**src/command_apdu_case_checker_top_macros.svh**
```systemverilog
// Assertion macros for the command APDU case checker.
// Used by command_apdu_case_checker_top; expects clk and rst_n in scope.
`ifndef COMMAND_APDU_CASE_CHECKER_TOP_MACROS_SVH
`define COMMAND_APDU_CASE_CHECKER_TOP_MACROS_SVH

// condition must hold at every edge out of reset
`define APDUCC_ASSERT(label, cond, msg) \
    label: assert property (@(posedge clk) disable iff (!rst_n) (cond)) else $error(msg);

// antecedent at one edge implies consequent at the next
`define APDUCC_ASSERT_NEXT(label, ante, cons, msg) \
    label: assert property (@(posedge clk) disable iff (!rst_n) (ante) |=> (cons)) \
        else $error(msg);

`endif

```
**src/apducc_pkg.sv**
```systemverilog
// Package for the command APDU case checker: widths, header constants,
// case and error codes. No dependencies.
package apducc_pkg;

    localparam int COUNT_W = 17;
    localparam int LE_W    = 17;

    typedef logic [COUNT_W-1:0] count_t;
    typedef logic [LE_W-1:0]    le_limit_t;
    typedef logic [2:0]         case_t;
    typedef logic [3:0]         err_t;

    localparam count_t    COUNT_MAX    = 17'h1FFFF;
    localparam le_limit_t MAX_LE_RESET = 17'h10000;

    localparam logic [7:0] CLA_INVALID = 8'hFF;
    localparam logic [7:0] INS_MASK    = 8'hF0;
    localparam logic [7:0] INS_PROC_6X = 8'h60;
    localparam logic [7:0] INS_PROC_9X = 8'h90;
    localparam logic [7:0] LEN_ZERO    = 8'h00;

    // byte offsets in the header
    localparam count_t POS_CLA = 17'd0;
    localparam count_t POS_INS = 17'd1;
    localparam count_t POS_P3  = 17'd4;
    localparam count_t POS_EXH = 17'd5;
    localparam count_t POS_EXL = 17'd6;

    // APDU lengths used by the case decision
    localparam count_t LEN_HDR     = 17'd4;
    localparam count_t LEN_SHORT   = 17'd5;
    localparam count_t LEN_SHORT_LE = 17'd6;
    localparam count_t LEN_EXT     = 17'd7;
    localparam count_t LEN_EXT_LE  = 17'd9;

    localparam case_t CASE_NONE = 3'd0;
    localparam case_t CASE_1    = 3'd1;
    localparam case_t CASE_2S   = 3'd2;
    localparam case_t CASE_3S   = 3'd3;
    localparam case_t CASE_4S   = 3'd4;
    localparam case_t CASE_2E   = 3'd5;
    localparam case_t CASE_3E   = 3'd6;
    localparam case_t CASE_4E   = 3'd7;

    localparam err_t ERR_OK      = 4'd0;
    localparam err_t ERR_SHORT   = 4'd1;
    localparam err_t ERR_CLA     = 4'd2;
    localparam err_t ERR_INS     = 4'd3;
    localparam err_t ERR_LE      = 4'd4;
    localparam err_t ERR_LC_SHORT = 4'd5;
    localparam err_t ERR_EXT_LEN = 4'd6;
    localparam err_t ERR_LC_ZERO = 4'd7;
    localparam err_t ERR_LC_EXT  = 4'd8;

endpackage

```
**src/command_apdu_case_checker_top.sv**
```systemverilog
// Command APDU case checker, top level.
// Depends on apducc_pkg and command_apdu_case_checker_top_macros.svh.
//
// Usage:
//   s_* stream: one APDU byte per transfer in s_tdata[7:0], s_tlast on the
//   final byte of the APDU. Bytes are counted (to 131071), header fields kept.
//   m_* stream: one verdict per APDU, issued for the transfer that carried
//   s_tlast. m_tdata holds the case, the error code and a valid flag.
//   cfg_*: write of max_expected_le (17 bits); cfg_ready is always high.
//   Write it only while no APDU is in progress.
//   The verdict is on m_tvalid in the cycle after the last byte is taken.
//   Throughput: one byte per cycle while s_tready is high; the byte count update and the length
//   compares sit between the input port and the result register.
//   When the receiver stalls, the verdict is held in the result register
//   and s_tready drops only while that register is full and not taken.
//   Reset clears the byte count, header bytes and the result valid flag and
//   sets max_expected_le to 65536.
module command_apdu_case_checker_top
(
    input  logic        clk,
    input  logic        rst_n,
    input  logic        s_tvalid,
    output logic        s_tready,
    input  logic [7:0]  s_tdata,   // [7:0] apdu_byte
    input  logic        s_tlast,   // is_last
    output logic        m_tvalid,
    input  logic        m_tready,
    output logic [7:0]  m_tdata,   // [2:0] apdu_case, [6:3] error_code, [7] is_valid
    input  logic        cfg_valid,
    output logic        cfg_ready,
    input  logic [16:0] cfg_data   // max_expected_le
);
    import apducc_pkg::*;

    count_t     count_reg, count_next;
    logic [7:0] cla_reg, cla_next;
    logic [7:0] ins_reg, ins_next;
    logic [7:0] p3_reg, p3_next;
    logic [7:0] exh_reg, exh_next;
    logic [7:0] exl_reg, exl_next;
    logic [7:0] prev_reg, prev_next;
    le_limit_t  max_le_reg;
    logic       out_valid_reg, out_valid_next;
    logic [7:0] out_data_reg, out_data_next;

    logic        in_xfer;
    logic [7:0]  b;
    count_t      n;
    logic [7:0]  cla_eff, ins_eff, p3_eff, exh_eff, exl_eff;
    logic [15:0] ext_lc;
    case_t       kind;
    err_t        err;
    logic [15:0] le;
    logic        need_le;

    assign cfg_ready = 1'b1;
    assign s_tready  = !out_valid_reg || m_tready;
    assign in_xfer   = s_tvalid && s_tready;
    assign m_tvalid  = out_valid_reg;
    assign m_tdata   = out_data_reg;

    assign b       = s_tdata;
    assign n       = (count_reg == COUNT_MAX) ? COUNT_MAX : count_reg + 17'd1;
    assign cla_eff = (count_reg == POS_CLA) ? b : cla_reg;
    assign ins_eff = (count_reg == POS_INS) ? b : ins_reg;
    assign p3_eff  = (count_reg == POS_P3)  ? b : p3_reg;
    assign exh_eff = (count_reg == POS_EXH) ? b : exh_reg;
    assign exl_eff = (count_reg == POS_EXL) ? b : exl_reg;
    assign ext_lc  = {exh_eff, exl_eff};

    always_comb
    begin
        kind    = CASE_NONE;
        err     = ERR_OK;
        le      = '0;
        need_le = 1'b0;
        priority if (n < LEN_HDR)
        begin
            err = ERR_SHORT;
        end
        else if (cla_eff == CLA_INVALID)
        begin
            err = ERR_CLA;
        end
        else if ((ins_eff & INS_MASK) == INS_PROC_6X || (ins_eff & INS_MASK) == INS_PROC_9X)
        begin
            err = ERR_INS;
        end
        else if (n == LEN_HDR)
        begin
            kind = CASE_1;
        end
        else if (n == LEN_SHORT)
        begin
            kind    = CASE_2S;
            le      = {8'h00, p3_eff};
            need_le = 1'b1;
        end
        else if (p3_eff != LEN_ZERO)
        begin
            priority if (n == LEN_SHORT + count_t'(p3_eff))
            begin
                kind = CASE_3S;
            end
            else if (n == LEN_SHORT_LE + count_t'(p3_eff))
            begin
                kind    = CASE_4S;
                le      = {8'h00, b};
                need_le = 1'b1;
            end
            else
            begin
                err = ERR_LC_SHORT;
            end
        end
        else if (n == LEN_EXT)
        begin
            kind    = CASE_2E;
            le      = ext_lc;
            need_le = 1'b1;
        end
        else if (n < LEN_EXT)
        begin
            err = ERR_EXT_LEN;
        end
        else if (ext_lc == 16'h0000)
        begin
            err = ERR_LC_ZERO;
        end
        else if (n == LEN_EXT + count_t'(ext_lc))
        begin
            kind = CASE_3E;
        end
        else if (n == LEN_EXT_LE + count_t'(ext_lc))
        begin
            kind    = CASE_4E;
            le      = {prev_reg, b};
            need_le = 1'b1;
        end
        else
        begin
            err = ERR_LC_EXT;
        end
        if (need_le && (le_limit_t'(le) > max_le_reg))
        begin
            kind = CASE_NONE;
            err  = ERR_LE;
        end
    end

    always_comb
    begin
        count_next     = count_reg;
        cla_next       = cla_reg;
        ins_next       = ins_reg;
        p3_next        = p3_reg;
        exh_next       = exh_reg;
        exl_next       = exl_reg;
        prev_next      = prev_reg;
        out_valid_next = out_valid_reg && !m_tready;
        out_data_next  = out_data_reg;
        if (in_xfer)
        begin
            if (s_tlast)
            begin
                count_next     = '0;
                cla_next       = '0;
                ins_next       = '0;
                p3_next        = '0;
                exh_next       = '0;
                exl_next       = '0;
                prev_next      = '0;
                out_valid_next = 1'b1;
                out_data_next  = {(err == ERR_OK), err, kind};
            end
            else
            begin
                count_next = n;
                cla_next   = cla_eff;
                ins_next   = ins_eff;
                p3_next    = p3_eff;
                exh_next   = exh_eff;
                exl_next   = exl_eff;
                prev_next  = b;
            end
        end
    end

    always_ff @(posedge clk or negedge rst_n)
    begin
        if (!rst_n)
        begin
            count_reg     <= '0;
            cla_reg       <= '0;
            ins_reg       <= '0;
            p3_reg        <= '0;
            exh_reg       <= '0;
            exl_reg       <= '0;
            prev_reg      <= '0;
            max_le_reg    <= MAX_LE_RESET;
            out_valid_reg <= 1'b0;
        end
        else
        begin
            count_reg     <= count_next;
            cla_reg       <= cla_next;
            ins_reg       <= ins_next;
            p3_reg        <= p3_next;
            exh_reg       <= exh_next;
            exl_reg       <= exl_next;
            prev_reg      <= prev_next;
            out_valid_reg <= out_valid_next;
            if (cfg_valid && cfg_ready)
            begin
                max_le_reg <= cfg_data;
            end
        end
    end

    always_ff @(posedge clk)
    begin
        out_data_reg <= out_data_next;
    end

`include "command_apdu_case_checker_top_macros.svh"

    `APDUCC_ASSERT(a_valid_flag, !out_valid_reg || (out_data_reg[7] == (out_data_reg[6:3] == ERR_OK)), "valid flag disagrees with error code")
    `APDUCC_ASSERT(a_err_no_case, !out_valid_reg || out_data_reg[6:3] == ERR_OK || out_data_reg[2:0] == CASE_NONE, "case set on error verdict")
    `APDUCC_ASSERT_NEXT(a_last_clears, in_xfer && s_tlast, out_valid_reg && count_reg == '0, "last byte did not issue verdict and clear count")
    `APDUCC_ASSERT_NEXT(a_count_step, in_xfer && !s_tlast && count_reg != COUNT_MAX, count_reg == $past(count_reg) + 17'd1, "byte count did not advance")

endmodule
```
**config.mk**
```make
export PLATFORM = sky130hd
export DESIGN_NAME = command_apdu_case_checker_top
export DESIGN_NICKNAME = d
export VERILOG_FILES = /design/src/apducc_pkg.sv /design/src/command_apdu_case_checker_top.sv
export VERILOG_INCLUDE_DIRS = /design/src /design/src/src
export SDC_FILE = /design/constraint.sdc
export NUM_CORES = 1
export LEC_CHECK = 0
export BUFFER_PORTS_ARGS = -buffer_cell sky130_fd_sc_hd__buf_2
export CAP_MARGIN = 10
export CORE_MARGIN = 5
export CORE_UTILIZATION = 65
export DETAILED_ROUTE_END_ITERATION = 8
export GPL_TIMING_DRIVEN = 0
export PLACE_DENSITY = 0.91
export SYNTH_ARGS = -nofsm -noshare
export SYNTH_HDL_FRONTEND = slang
export SYNTH_SLANG_ARGS = --single-unit
```
**constraint.sdc**
```tcl
create_clock -name clk -period 11.3 [get_ports clk]
set_input_delay 0.565 -clock clk [delete_from_list [all_inputs] [get_ports clk]]
set_output_delay 0.565 -clock clk [all_outputs]
set_load 0.05 [all_outputs]
```
**Yosys cells after proc, flatten, opt, wreduce, memory -nomap -nowiden**

Cells that the tools add are included.

- Bits in registers: 87
- Input port bits: 31
- Output and inout port bits: 11
- Word-level logic and storage cells: 116

- Add/sub/neg operators: 5
- Magnitude comparators: 3
- Equality and inequality tests: 15
- Muxes and demuxes: 65
- Reductions and logical operators: 15

Operators by type and width:

| cell | count |
|---|---|
| 2-to-1 mux 16 bit | 11 |
| 2-to-1 mux 8 bit | 13 |
| equality test 17 x 3 -> 1 bit (second input constant) | 6 |
| 2-to-1 mux 4 bit | 12 |
| equality test 17 bit | 2 |
| equality test 17 x 9 -> 1 bit | 2 |
| < comparator 17 x 3 -> 1 bit (second input constant) | 2 |
| 2-to-1 mux 17 bit | 2 |
| 2-to-1 mux 3 bit | 10 |
| adder 3 x 8 -> 9 bit (first input constant) | 2 |
| adder 17 x 1 -> 17 bit (second input constant) | 1 |
| adder 3 x 16 -> 17 bit (first input constant) | 1 |
| adder 4 x 16 -> 17 bit (first input constant) | 1 |
| equality test 17 x 1 -> 1 bit (second input constant) | 1 |
| equality test 17 bit (second input constant) | 1 |
| > comparator 16 x 17 -> 1 bit | 1 |
| logical NOT 17 bit | 1 |
| logical NOT 16 bit | 1 |
| 2-to-1 mux 1 bit | 16 |
| equality test 8 bit (second input constant) | 1 |
| nonzero test 8 bit | 1 |
| OR reduction 6 bit | 1 |
| OR reduction 5 bit | 1 |
| equality test 4 x 3 -> 1 bit (second input constant) | 1 |
| 8 further kinds | 12 |

**Longest topological paths before layout**

Gate-level depths: netlist (run 1).

- Depth in word-level cells: 19
- Gate-level depth with buffers: 30
- Gate-level depth less buffers: 27

**Worst setup path before layout (run 1)**

No wires, ideal clock.

- Kind: register to register
- Start: reg count_reg[0]
- End: reg out_data_reg[2], in the netlist m_tdata[2], data pin
- Library setup time: 0.256 ns
- Arrival time: 5.744 ns
- Data required time: 11.044 ns
- Slack: 5.299 ns
- Cell stages (with the launch flop): 28
- Path buffers: 3
- Clock period less this slack: 6.001 ns
- Path through: dfrtp_1 > clkbuf_1 > inv_1 > ha_1 > and4bb_2 > nand4_2 > buf_2 > clkbuf_1 > mux2i_1 > inv_1 > ha_1 > nand2_1 > mux2i_1 > o22ai_1 > xnor2_1 > nor4_2 > nand3_2 > or2_4 > a211o_4 > a211oi_2 > ha_1 > and4_1 > nand2_1 > nor4_1 > or3_1 > a211o_1 > a211o_2 > and4b_1

- Longest elaborated chain between the ends: 18
- Elaborated cells between the ends (all ways): 69
- Classes of those cells: 5 x add/sub; 3 x order compare; 15 x eq/ne; 40 x mux; 6 x reduce/logical

RTL lines:

| what | line | RTL |
|---|---|---|
| from (decl) | command_apdu_case_checker_top.sv:35 | `count_t count_reg, count_next;` |
| from (signal assigned) | command_apdu_case_checker_top.sv:205 | `count_reg <= count_next;` |
| equality test 17 x 3 -> 1 bit, on equally long branches | command_apdu_case_checker_top.sv:68, command_apdu_case_checker_top.sv:67 |  |
| 2-to-1 mux 8 bit, on equally long branches | command_apdu_case_checker_top.sv:68, command_apdu_case_checker_top.sv:67 |  |
| adder 4 x 16 -> 17 bit | command_apdu_case_checker_top.sv:134 | `else if (n == LEN_EXT_LE + count_t'(ext_lc))` |
| equality test 17 bit | command_apdu_case_checker_top.sv:134 |  |
| 2-to-1 mux 16 bit | command_apdu_case_checker_top.sv:134 |  |
| 2-to-1 mux 16 bit | command_apdu_case_checker_top.sv:130 | `else if (n == LEN_EXT + count_t'(ext_lc))` |
| 2-to-1 mux 16 bit | command_apdu_case_checker_top.sv:126 | `else if (ext_lc == 16'h0000)` |
| 2-to-1 mux 16 bit | command_apdu_case_checker_top.sv:122 | `else if (n < LEN_EXT)` |
| [2 not listed] | n/a |  |
| 2-to-1 mux 16 bit | command_apdu_case_checker_top.sv:93 | `else if (n == LEN_SHORT)` |
| 2-to-1 mux 16 bit | command_apdu_case_checker_top.sv:89 | `else if (n == LEN_HDR)` |
| 2-to-1 mux 16 bit | command_apdu_case_checker_top.sv:85 | `else if ((ins_eff & INS_MASK) == INS_PROC_6X \|\| (ins_eff & INS_MASK) == INS_PROC_9X)` |
| 2-to-1 mux 16 bit | command_apdu_case_checker_top.sv:81 | `else if (cla_eff == CLA_INVALID)` |
| 2-to-1 mux 16 bit | command_apdu_case_checker_top.sv:77 | `priority if (n < LEN_HDR)` |
| > comparator 16 x 17 -> 1 bit | command_apdu_case_checker_top.sv:144 | `if (need_le && (le_limit_t'(le) > max_le_reg))` |
| logical AND 1 bit | command_apdu_case_checker_top.sv:144 |  |
| OR reduction 6 bit (no source line) | n/a |  |
| to (signal assigned) | command_apdu_case_checker_top.sv:222 | `out_data_reg <= out_data_next;` |
| to (decl) | command_apdu_case_checker_top.sv:44 | `logic [7:0] out_data_reg, out_data_next;` |

Several ways; a longest one is shown, not always the timed one. The select of a mux whose other input is x is not followed.
A chain may end at the register's enable or synchronous reset.

**Worst setup path after layout (run 1)**

- Start: reg count_reg[0]
- End: reg out_data_reg[7], in the netlist m_tdata[7], data pin

- Longest elaborated chain between the ends: 19
- Elaborated cells between the ends (all ways): 75
- Classes of those cells: 5 x add/sub; 3 x order compare; 15 x eq/ne; 46 x mux; 6 x reduce/logical

RTL lines:

| what | line | RTL |
|---|---|---|
| equality test 17 x 3 -> 1 bit, on equally long branches | command_apdu_case_checker_top.sv:68, command_apdu_case_checker_top.sv:67 |  |
| 2-to-1 mux 8 bit, on equally long branches | command_apdu_case_checker_top.sv:68, command_apdu_case_checker_top.sv:67 |  |
| adder 4 x 16 -> 17 bit | command_apdu_case_checker_top.sv:134 |  |
| equality test 17 bit | command_apdu_case_checker_top.sv:134 |  |
| 2-to-1 mux 16 bit | command_apdu_case_checker_top.sv:134 |  |
| 2-to-1 mux 16 bit | command_apdu_case_checker_top.sv:130 |  |
| 2-to-1 mux 16 bit | command_apdu_case_checker_top.sv:126 |  |
| 2-to-1 mux 16 bit | command_apdu_case_checker_top.sv:122 |  |
| [3 not listed] | n/a |  |
| 2-to-1 mux 16 bit | command_apdu_case_checker_top.sv:89 |  |
| 2-to-1 mux 16 bit | command_apdu_case_checker_top.sv:85 |  |
| 2-to-1 mux 16 bit | command_apdu_case_checker_top.sv:81 |  |
| 2-to-1 mux 16 bit | command_apdu_case_checker_top.sv:77 |  |
| > comparator 16 x 17 -> 1 bit | command_apdu_case_checker_top.sv:144 |  |
| logical AND 1 bit | command_apdu_case_checker_top.sv:144 |  |
| 2-to-1 mux 4 bit * | command_apdu_case_checker_top.sv:144 |  |
| logical NOT 4 bit * | command_apdu_case_checker_top.sv:174 | `out_data_next = {(err == ERR_OK), err, kind};` |

Mark *: on every way between the ends. The rest lies on a longest branch, timed or not. The select of a mux whose other input is x is not followed.

==> results.py, run 1 <==
metrics = {
    "timing": {
        "rsz0062_at_grt": "false",
        "tightestPinTransition_ps": 1080,
        "finalHoldViolCount": 0,
        "setup_viol": 0,
        "layout_setup_ws_ps": 3730,
        "max_clock_freq_mhz": 132,
        "hold-worst-slack_ps": 49.1,
        "finalMaxSlewViolations": 0,
        "tns_ps": 0,
        "slew_headroom_pct": 25.6,
        "post-route-period-util_pct": 67.0,
        "fin_crit_ps": 7570,
        "finClkSkew_ps": 10.2,
    },
    "final_layout": {
        "drive_gt1_share_pct": 12.9,
        "diodes": 0,
        "final_net_count": 1028,
        "area_growth_syn_to_layout_pct": 8.74,
    },
    "routing": {
        "via_per_inst": 7.09,
        "vias": 7929,
        "firstDrtPassIters": 7,
        "drtAntennaViolNets": 0,
        "drc": 0,
        "wl_per_cell_um": 22.5,
        "drt_iter0_drc": 1423,
        "wl_um": 25100,
    },
    "synth": {
        "synthSimpleGateAreaFrac_pct": 25.2,
        "ys_top_cells_by_area": "dfrtp_1, mux2i_1, o21ai_0, nand2_1, xnor2_1",
        "synth_top_area_cell": "dfrtp_1",
        "synth_top_cell_area_share_pct": 25.4,
        "synth-async-reset-ratio_pct": 90.8,
        "muxShareOfSynthArea_pct": 7.80,
        "synthFlopType": "dfrtp_1",
        "syn-cell-area_um2": 7690,
        "synth_top_family_by_area": "simple AND/OR/NAND/NOR gates",
        "yosysWarnings": 0,
        "synth_area_per_cell_um2": 8.32,
        "syn-instance-count": 924,
        "ys_seq_area_share_pct": 28.9,
        "synth-adder-area-share_pct": 4.23,
        "synth-compound-area-share_pct": 21.2,
        "synth_fp_nets": 981,
        "yosysMostFrequentCell": "nand2_1",
        "synth-edff-count": 8,
        "ys_ff_latch": 87,
        "synth.distinct_cells": 85,
        "synth_common_cells": "nand2_1, o21ai_0, dfrtp_1",
        "synth-xor-area-share_pct": 6.93,
    },
    "worst_setup_path": {
        "crit_type": "register to register",
        "critical_path.startpoint_type": "register",
        "cp.arrival_ps": 7750,
        "crit_buf_inv": 2,
        "crit_required_ps": 11480,
        "crit_slowest_cell": "mux2i_1",
        "crit_path_end_kind": "register",
        "cp_common_cell": "o21a_1",
        "critPathTopFamily": "simple AND/OR/NAND/NOR gates",
        "crit_fanout": 10,
        "cpPeakStageDelay_ps": 870,
        "cp_cell_sequence": "clkbuf_1 > inv_1 > ha_1 > nor4bb_1 > nand4_2 > mux2i_1 > ha_1 > nand3_1 > mux2i_1 > nand3b_1 > nor3_1 > nand2_1 > a221oi_1 > ha_1 > nor2b_1 > o21a_1 > o21a_1 > o21a_1 > o21a_1 > o211ai_1 > a21o_1 > a211o_1 > a211o_2 > nor4b_2",
    },
    "placement": {
        "dp_slack_ps": 4070,
        "gp_congestion": 1.04,
        "hpwl_um": 19100,
        "io_buffers": 35,
    },
    "floorplan": {
        "initial_core_util_pct": 66.7,
        "dieArea_um2": 14100,
        "ios": 42,
        "num_rows": 39,
        "die_h_um": 119,
        "core_um2": 11500,
        "die_w_um": 119,
    },
    "clock_tree": {
        "cts_sinks": 87,
        "cts_tree": "built",
        "clk-insertion-delay-late_ps": 360,
        "cts_hold_buf": 0,
        "h-tree-depth": 3,
        "cts_resized": 0,
        "root_buffer": "clkbuf_16",
        "post_cts_buffers": 0,
        "cts_buffers": 9,
        "cts.path.max_buffers": 2,
        "clk_transition_reported_paths_ps": 70,
    },
    "global_routing": {
        "track_usage_pct": 35.7,
        "first_global_vias": 7498,
        "grt_pass1_wl_um": 39800,
        "antenna_found_initial": 0,
        "grt_max_degree": 68,
        "grt.overflow.total": 0,
    },
    "power_and_ir_drop": {
        "fin_total_pwr_uw": 962,
        "power_leakage_uw": 0.00357,
        "p_per_area_nw_per_um2": 115,
        "vdd.ir_drop.worst_mv": 0.113,
    },
    "outcome": {
        "status": "completed",
    },
    "job": {
        "maxCapViolations": 0,
    },
    "hold_path": {
        "hold_class": "input port to async pin",
    },
}
==> layout by cell type, fill, tap and decap left out, drive strengths merged, types with 7 or more instances in the layout <==
master    n
dfrtp    78
nand2   105
o22ai    12
buf      68
and3     15
a31oi     9
o31ai    10
nand3    41
inv      32
a211oi   11
a21o      7
nor4     19
nor2     54
xor2     18
a21oi    39
and4     12
nand4    26
xnor2    42
edfxtp    8
a221oi    9
nand2b   12
a22o      8
o21ai    90
or3       7
mux2      9
ha       26
mux2i    46
nor3     27
clkbuf   46
o211ai    8
==> metrics by stage <==
stage	instances	util (%)	area [um^2]
detailed placement	1103	70.1	8070
finish	1119	72.6	8360
CTS	1119	72.6	8360
global route	1119	72.6	8360
floorplan	924	-	7690
global placement	1102	69.8	8040
==> power breakdown <==
part	internal, uW	switching, uW
sequential	341	15.9
combinational	105	207
clock	162	131
==> final timing paths <==
path	start	endpoint	slack [ps]	cells past startpoint
worst min register to register	ins_reg[7]$_DFFE_PN0P_	ins_reg[7]$_DFFE_PN0P_	480	2
worst max-delay path	count_reg[0]$_DFFE_PN0P_	m_tdata[7]$_DFFE_PP_	3730	24
worst max register to register	count_reg[0]$_DFFE_PN0P_	m_tdata[7]$_DFFE_PP_	3730	24
min in group clk	cfg_data[9]	max_le_reg[9]$_DFFE_PN0P_	410	3
max in group asynchronous	rst_n	max_le_reg[16]$_DFFE_PN1P_	10610	2
worst min-delay path	rst_n	count_reg[14]$_DFFE_PN0P_	50	1
==> final cells by class <==
class                           instances  area (um^2)
Multi-Input combinational cell        739         5020
Fill cell                             908         3160
Sequential cell                        87         2220
Buffer                                 66          324
Clock buffer                           12          256
Timing Repair Buffer                   36          205
Tap cell                              143          179
Inverter                               32          120
Clock inverter                          4         31.3
==> logic make-up after synthesis <==
group | Yosys count
other | 1
AO/OA/AOI/OAI | 245
flip-flops | 87
XOR/XNOR | 60
multiplexers | 55
buffers and inverters | 98
AND/OR/NAND/NOR | 352
adder cells (fa/ha/maj) | 26
==> metal layers <==
layer  wire (um)  global-route usage, %  up-vias
met2       11400                   56.8      535
met4        1910                   23.5        0
met1        9030                   43.9     3721
met3        2810                   7.40      156
met5           0                      0        -
li1            -                      -     3517
No activity file was read; power rests on OpenSTA's default activity.
==> inputs of run 2 (changes only) <==
--- a/config.mk
+++ b/config.mk
@@ -9,10 +9,10 @@
 export BUFFER_PORTS_ARGS = -buffer_cell sky130_fd_sc_hd__buf_2
 export CAP_MARGIN = 10
 export CORE_MARGIN = 5
-export CORE_UTILIZATION = 65
+export CORE_UTILIZATION = 63
 export DETAILED_ROUTE_END_ITERATION = 8
 export GPL_TIMING_DRIVEN = 0
-export PLACE_DENSITY = 0.91
+export PLACE_DENSITY = 0.89
 export SYNTH_ARGS = -nofsm -noshare
 export SYNTH_HDL_FRONTEND = slang
 export SYNTH_SLANG_ARGS = --single-unit
==> constraint.sdc (replaced) <==
create_clock -name clk -period 7.4 [get_ports clk]
set_input_delay 0.37 -clock clk [delete_from_list [all_inputs] [get_ports clk]]
set_output_delay 0.37 -clock clk [all_outputs]
set_load 0.05 [all_outputs]
==> run 2 against run 1 <==
Total power grew 60%. Die area up 2.9%. Largest cell class unchanged. Critical endpoint is now m_tdata[1]$_SDFFCE_PP0P_. Wire length down 0.32%. Critical path depth up 1. Cell area grew 0.70%. Worst hold slack better by 170 ps. First-iteration DRC count fell by 2.7%. Count of clock-buffer cells in the layout shrank 3. Non-clock buffer count stayed put. Via count is 0.86% lower. Global-route usage is 0.75 points lower.
==> results.py, run 2 (same netlist as run 1, synthesis figures left out) <==
metrics = {
    "outcome": {
        "status": "completed",
    },
    "power_and_ir_drop": {
        "p_int_uw": 981,
        "power_frac_comb_pct": 30.5,
        "power_switching_uw": 553,
        "power_frac_seq_pct": 35.7,
        "power_leakage_uw": 0.00359,
        "p_per_area_nw_per_um2": 182,
        "clkPwrFrac_pct": 33.8,
        "switching_share_pct": 36.0,
        "vdd.ir_drop.worst_mv": 0.137,
    },
    "placement": {
        "place_area_um2": 8080,
        "io_buffers": 35,
        "dp.cells": 1107,
        "dp_slack_ps": 123,
        "gp_congestion": 1.07,
        "hpwl_um": 18900,
    },
    "hold_path": {
        "hold_class": "input port to register",
    },
    "final_layout": {
        "area_growth_syn_to_layout_pct": 9.51,
        "final_area_um2": 8420,
        "drive_gt1_share_pct": 13.2,
        "final_net_count": 1028,
        "nFillCells": 977,
        "layout_common_cells": "nand2_1, o21ai_0, dfrtp_1, nor2_1, buf_2",
        "final_common_cell": "nand2_1",
        "fin_util_pct": 70.4,
        "stdcell_count": 1123,
        "diodes": 0,
    },
    "clock_tree": {
        "cts_buffers": 9,
        "root_buffer": "clkbuf_16",
        "h-tree-depth": 3,
        "post_cts_buffers": 0,
        "cts_sinks": 87,
        "cts_tree": "built",
        "clk_transition_reported_paths_ps": 70,
        "cts.path.max_buffers": 2,
        "clk-insertion-delay-late_ps": 360,
    },
    "timing": {
        "fin_crit_ps": 7070,
        "finalHoldViolCount": 0,
        "slew_headroom_pct": 35.3,
        "tns_ps": 0,
        "layout_setup_ws_ps": 333,
        "finClkSkew_ps": 10.9,
        "setup_viol": 0,
        "tightestPinTransition_ps": 944,
        "post-route-period-util_pct": 95.5,
        "finalMaxSlewViolations": 0,
        "rsz0062_at_grt": "false",
        "max_clock_freq_mhz": 142,
    },
    "worst_setup_path": {
        "crit_fanout": 11,
        "cp_common_cell": "ha_1",
        "crit_buf_inv": 4,
        "cp.arrival_ps": 7150,
        "critical_path.startpoint_type": "register",
        "crit_type": "register to register",
        "critPathTopFamily": "simple AND/OR/NAND/NOR gates",
        "crit_path_end_kind": "register",
        "crit_slowest_cell": "dfrtp_1",
        "crit_required_ps": 7480,
        "cpPeakStageDelay_ps": 570,
    },
    "global_routing": {
        "first_global_vias": 7476,
        "track_usage_pct": 34.9,
        "grt.overflow.total": 0,
        "grt_pass1_wl_um": 39500,
        "antenna_found_initial": 0,
        "grt_max_degree": 66,
    },
    "routing": {
        "firstDrtPassIters": 7,
        "vias": 7861,
        "drc": 0,
        "via_per_inst": 7.00,
        "drt_iter0_drc": 1385,
        "wl_um": 25100,
        "drtAntennaViolNets": 0,
        "wl_per_cell_um": 22.3,
    },
    "floorplan": {
        "num_rows": 40,
        "ios": 42,
        "core_um2": 12000,
        "die_h_um": 120,
        "dieArea_um2": 14500,
        "initial_core_util_pct": 64.3,
        "die_w_um": 120,
    },
    "job": {
        "maxCapViolations": 0,
    },
}
## run 2: cell count changes in the layout (fill, tap and decap cells not counted), sizes merged
cell / change
clkbuf: -4
clkinv: -3
inv: +3
bufinv: +2
clkinvlp: +1
dlygate4sd3: +1
## run 2: what timing repair did
item / CTS / global route
endpoints found under the setup margin: 0 / 5
hold endpoints to repair: 14 / 0
hold buffers: 1 / 0
resized for setup: 0 / 4
## run 2: through the flow
stage | hold WS, ps | power, uW
2_1_floorplan | 74.4 | 873
3_3_place_gp | 462 | 991
3_5_place_dp | 244 | 1000
4_1_cts | 218 | 1520
5_1_grt | 221 | 1600
6_report | 217 | 1530
## run 2: power by group through the flow
stage	clock network (uW)	logic (uW)	registers, uW
floorplan	0	315	558
global placement	0	440	551
detailed placement	0	449	553
CTS	518	455	544
global route	540	507	551
finish	519	468	548
## run 2: worst paths after layout
kind	start	endpoint	slack [ps]	cells past startpoint
worst max-delay path	count_reg[0]$_DFFE_PN0P_	m_tdata[1]$_SDFFCE_PP0P_	330	25
worst min-delay path	cfg_data[5]	max_le_reg[5]$_DFFE_PN0P_	220	3
worst max register to register	count_reg[0]$_DFFE_PN0P_	m_tdata[1]$_SDFFCE_PP0P_	330	25
worst min register to register	cla_reg[4]$_DFFE_PN0P_	cla_reg[4]$_DFFE_PN0P_	490	2
max in group asynchronous	rst_n	max_le_reg[16]$_DFFE_PN1P_	6350	3
min in group asynchronous	rst_n	count_reg[14]$_DFFE_PN0P_	400	2
## run 2: metal layers
layer	track usage, %	share of wire [%]	vias up
met5	0	0	-
met2	53.5	44	538
met4	23.2	7.2	0
met1	44.7	37	3647
li1	-	-	3532
met3	7.02	12	144
## run 2: area by class of cell
cell class                 instances  area, um^2  share of cell area [%]
buffer                            65         322                    3.82
clock buffer                       9         225                    2.68
clock inverter                     7         104                    1.23
inverter                          32         120                    1.43
multi-input combinational        739        5030                    59.7
sequential                        87        2220                    26.4
tap                              147         184                    2.19
timing repair buffer              37         215                    2.56
## run 2: worst reg2reg max path, stage by stage, from the launching register on
cell	delay, ps
dfrtp_1	570
inv_1	250
ha_1	250
and4bb_2	240
nand4_2	220
buf_2	340
clkbuf_2	310
mux2i_1	160
inv_1	130
ha_1	260
nand2_1	80
mux2i_1	300
o21ai_1	190
o31ai_1	450
nand4_1	240
or2_4	310
a211o_4	430
a211oi_2	270
ha_1	280
and4_1	220
nand2_1	100
nor4_1	70
or3_1	330
a211o_1	300
a211o_2	330
nor3b_2	170
